`config.mk`:
```
export PLATFORM = sky130hd
export DESIGN_NAME = srr_zero_find
export DESIGN_NICKNAME = d
export VERILOG_FILES = /design/src/rtl/srr_pkg.sv /design/src/rtl/srr_zero_find.sv
export SDC_FILE = /design/constraint.sdc
export NUM_CORES = 1
export LEC_CHECK = 0
export BUFFER_PORTS_ARGS = -buffer_cell sky130_fd_sc_hd__clkbuf_2
export CAP_MARGIN = 20
export CORE_AREA = 2 2 39 41
export DETAILED_ROUTE_END_ITERATION = 12
export DIE_AREA = 0 0 41 43
export SLEW_MARGIN = 5
export SYNTH_ARGS = -nofsm -noshare
export SYNTH_HDL_FRONTEND = slang
export SYNTH_SLANG_ARGS = --single-unit
```
`constraint.sdc`:
```
create_clock -name vclk -period 1.8
set_input_delay 0.27 -clock vclk [all_inputs]
set_output_delay 0.27 -clock vclk [all_outputs]
set_load 0.02 [all_outputs]
```
`src/rtl/srr_pkg.sv`:
```
// ----------------------------------------------------------------------------
// srr_pkg: shared constants and types of the selective repeat receiver
// Sequence space, packet sizes, header content types, reply kinds,
// received-map row geometry, RAM request and zero-search result types.
// ----------------------------------------------------------------------------
package srr_pkg;

	localparam int SEQ_SPACE  = 65536;
	localparam int MAX_PACKET = 500;
	localparam int HDR_BYTES  = 16;
	localparam int PAYLOAD    = MAX_PACKET - HDR_BYTES;

	localparam int SEQ_W = 16;
	localparam int PTR_W = 17;

	// header content types
	localparam logic [15:0] T_DATA    = 16'd0;
	localparam logic [15:0] T_ACK     = 16'd1;
	localparam logic [15:0] T_FIN     = 16'd2;
	localparam logic [15:0] T_FIN_ACK = 16'd3;

	// reply kinds
	typedef enum logic [1:0] {
		KIND_ACK     = 2'd0,
		KIND_FIN_ACK = 2'd1,
		KIND_CLOSED  = 2'd2
	} reply_kind_t;

	// received map is kept as rows of ROW_W flags
	localparam int ROW_W  = 8;
	localparam int ROW_LG = $clog2(ROW_W);
	localparam int ROWS   = (SEQ_SPACE + ROW_W - 1) / ROW_W;
	localparam int ROW_AW = (ROWS > 1) ? $clog2(ROWS) : 1;

	typedef logic [ROW_W-1:0]  row_t;
	typedef logic [ROW_AW-1:0] row_addr_t;

	typedef struct packed {
		logic      we;
		row_addr_t waddr;
		row_t      wdata;
		row_addr_t raddr;
	} ram_req_t;

	typedef struct packed {
		logic              found;
		logic [ROW_LG-1:0] pos;
	} zf_t;

endpackage

```
`src/rtl/srr_zero_find.sv`:
```
// ----------------------------------------------------------------------------
// srr_zero_find: first clear flag in a map row
// Finds the lowest clear bit at or above a start position.
// ----------------------------------------------------------------------------
module srr_zero_find (
	input  srr_pkg::row_t                 word,
	input  logic [srr_pkg::ROW_LG-1:0]    start,
	output srr_pkg::zf_t                  res
);

	always_comb begin
		res = '0;
		for (int i = srr_pkg::ROW_W - 1; i >= 0; i--) begin
			if (!word[i] && (i >= int'(start))) begin
				res.found = 1'b1;
				res.pos   = srr_pkg::ROW_LG'(i);
			end
		end
	end

endmodule

```
======== After elaboration in Yosys (flattened, before gate mapping) ========
Index checks and enable logic that the tools add are counted.
word-level totals
  input port bits ......................... 11
  memory bits (writable) .................. 0
  memory bits (read-only) ................. 0
  output and inout port bits .............. 4
  bits in latches ......................... 0
  word-level logic and storage cells ...... 29
  register bits after elaboration ......... 0
  memories ................................ 0
cells by class
  equality and inequality tests ........... 0
  reduce and logical (&&, ||, !) cells .... 14
  add/sub/neg operators ................... 0
  $lt $le $gt $ge ......................... 7
  $mul .................................... 0
  muxes and demuxes ....................... 8
  bitwise gates (word level) .............. 0
  div/mod/pow operators ................... 0
  shifts and indexed selects .............. 0
operators with widths
  kind                  count
  $mux W4               8
  $ge A3 B3 Y1 const A  3
  $logic_and A1 B1 Y1   7
  $logic_not A1 Y1      7
  $ge A1 B3 Y1 const A  2
  $ge A2 B3 Y1 const A  2

======== Depth between registers and ports, before layout ========
  depth in word-level cells ............... 9
  gate-level depth with buffers ........... 5
  mapped depth without buffers ............ 4

======== Worst setup path before layout ========
No wires, ideal clock.
  kind .................................... input to output
  start ................................... in start[2] (netlist name)
  end ..................................... out res[2] (netlist name)
  path slack .............................. 0.344 ns
  stages .................................. 5
  data arrival time ....................... 1.186 ns
  data required time ...................... 1.530 ns
  path buffers ............................ 1
  cells stage by stage .................... buf_4 and3_2 o21ai_2 nor2b_4 nor3_2
RTL lines
  item                line                source
  start: declaration  srr_zero_find.sv:7  input logic [srr_pkg::ROW_LG-1:0] start,
  end: declaration    srr_zero_find.sv:8  output srr_pkg::zf_t res

==> results.py <==
metrics = {
    "critical_path": {
        "crit_chain": "clkbuf_2 -> a21o_1 -> a22o_1 -> nor2b_4 -> nor3_2 -> clkbuf_2",
        "end_kind": "output port",
        "cp.arrival_ns": 1.25,
        "crit_cells": 6,
        "critical_path_class": "in -> out",
        "cp_max_fo": 9,
        "crit_top_cell": "clkbuf_2",
        "cpLargestDelayFamily": "compound AO/OA/AOI/OAI gates",
        "cp_slowest_cell": "a22o_1",
        "max_stage_delay_ns": 0.19,
        "worst-path-buf-inv": 2,
        "cp-start-kind": "input pin",
        "worst_ep_required_time_ns": 1.53,
    },
    "worst_hold_path": {
        "min_path_type": "in -> out",
        "holdPathEnd": "res[0]",
        "holdPathStages": 3,
        "min_from": "word[1]",
    },
    "sta": {
        "finalHoldViolCount": 0,
        "finalCritPeriodShare_pct": 84.7,
        "setup_viol": 0,
        "fin_ws_ns": 0.275,
        "fmax_mhz": 656,
        "tns_ns": 0,
        "tightest_slew_ns": 0.281,
        "min_period_ns": 1.52,
        "drv_slew": 0,
        "grt_setup_unrepaired": "false",
        "relSlewSlack_pct": 81.3,
    },
    "floorplan": {
        "die_area_um2": 1760,
        "core_um2": 1380,
        "initial_core_util_pct": 14.5,
        "die_h_um": 43,
        "fp-row-count": 14,
        "io_pins": 15,
        "fp.dieW_um": 41,
    },
    "logic_synthesis": {
        "synth_area_um2": 200,
        "synth.net_count": 40,
        "syn_avg_cell_area_um2": 6.90,
        "yosys_warnings": 0,
        "syn-instance-count": 29,
        "yosysUniqueCellTypes": 21,
        "ys_seq_area_share_pct": 0,
    },
    "final_layout": {
        "multi_input_area_um2": 178,
        "design.seq.count": 0,
        "num-nets-final": 55,
        "fill_cells": 162,
        "regArea_um2": 0,
        "drive_gt1_share_pct": 50.0,
        "area_growth_pct": 38.1,
        "antenna_cells": 0,
        "clkbuf_count": 0,
    },
    "power_and_ir_drop": {
        "ir_worst_vdd_mv": 0.0882,
        "cellPowerDensity_nw_per_um2": 281,
        "p_leak_nw": 0.140,
    },
    "global_route": {
        "antenna_found_initial": 0,
        "grt_overflow": 0,
        "grt_util_all_layers_pct": 6.29,
        "grt_pass1_wl_um": 855,
        "grt_max_degree": 10,
        "grt_pass1_vias": 206,
    },
    "routing": {
        "num_vias": 260,
        "wl_per_cell_um": 9.16,
        "drt_iter0_markers": 3,
        "wl_um": 531,
        "first_pass_iters": 2,
        "drc": 0,
        "drtAntennaViolNets": 0,
        "viasPerCell": 4.48,
    },
    "run": {
        "max_cap_violations": 0,
    },
    "placed_design": {
        "globalplace.congestion": 0.701,
        "place_ws_ns": 0.268,
        "port_buffers": 15,
    },
    "clocking": {
        "postCtsSetupRepairBufs": 0,
        "hold_buffers": 0,
        "cts_resized": 0,
    },
    "outcome": {
        "outcome": "finished, final reports clean",
    },
}
## kinds of logic after synthesis
group                  Yosys count  synth area share (%)
multiplexers                     1                  5.00
buffers and inverters            3                  11.2
AND/OR/NAND/NOR                 11                  35.0
AO/OA/AOI/OAI                   14                  48.8
## layout by cell type, fill, tap and decap left out, drive strengths merged
cell type / count
clkbuf: 15
a22o: 1
mux2i: 1
inv: 1
o32ai: 1
o21ai: 3
a21o: 2
o22a: 1
a21oi: 3
nor3: 1
and2: 1
nor2b: 1
and3: 1
nor2: 5
nand2: 1
and4b: 1
o21a: 1
o22ai: 2
## routing by layer
layer	track usage (%)	routed length (µm)
met5	0	0
met4	0	0
met3	0	36
met2	10.3	246
met1	9.49	248
## how the worst max path moves through the flow
stage | endpoint | start | slack, ns
floorplan | res[2] | start[2] | 0.34
global placement | res[2] | start[0] | 0.27
detailed placement | res[2] | start[0] | 0.27
CTS | res[2] | start[0] | 0.27
global route | res[2] | start[0] | 0.20
finish | res[2] | start[0] | 0.28
## tightest hold or removal path, cell delays in order
cell and delay (ns):
clkbuf_2 0.09, o22ai_1 0.06, clkbuf_2 0.15
## power by group
group	switching (W)	internal (W)
sequential	0	0
combinational	0.0000430	0.0000347
clock	0	0
## cell usage after synthesis
master / instances / area, µm²
and4b_1: 1 / 10.0
nand2_1: 1 / 3.75
a22o_1: 1 / 8.76
and2_1: 1 / 6.26
o32ai_1: 1 / 8.76
and3_2: 1 / 7.51
a21o_1: 1 / 7.51
nor2b_4: 1 / 13.8
nor3_2: 1 / 10.0
o22a_2: 1 / 10.0
inv_1: 1 / 3.75
o22ai_1: 2 / 12.5
buf_4: 1 / 7.51
mux2i_1: 1 / 10.0
buf_6: 1 / 11.3
a21oi_1: 3 / 15.0
o21ai_0: 2 / 10.0
a21o_2: 1 / 8.76
nor2_1: 5 / 18.8
o21a_1: 1 / 7.51
o21ai_2: 1 / 8.76
## final cells by class
type                       instances  area share [%]
multi-input combinational         26            64.3
timing repair buffer              15            27.1
tap                               16            7.24
inverter                           1            1.36
## stage by stage
stage | cell area (µm²) | power [W] | utilization, % | instances | hold WS, ns
floorplan | 200 | 0.0000520 | - | 29 | 0.673
global placement | 277 | 0.0000776 | 20.0 | 58 | 0.845
detailed placement | 277 | 0.0000782 | 20.0 | 58 | 0.835
CTS | 277 | 0.0000784 | 20.0 | 58 | 0.838
global route | 277 | 0.0000851 | 20.0 | 58 | 0.845
finish | 277 | 0.0000777 | 20.0 | 58 | 0.838
Note: power is estimated with default switching activity, not from simulation.
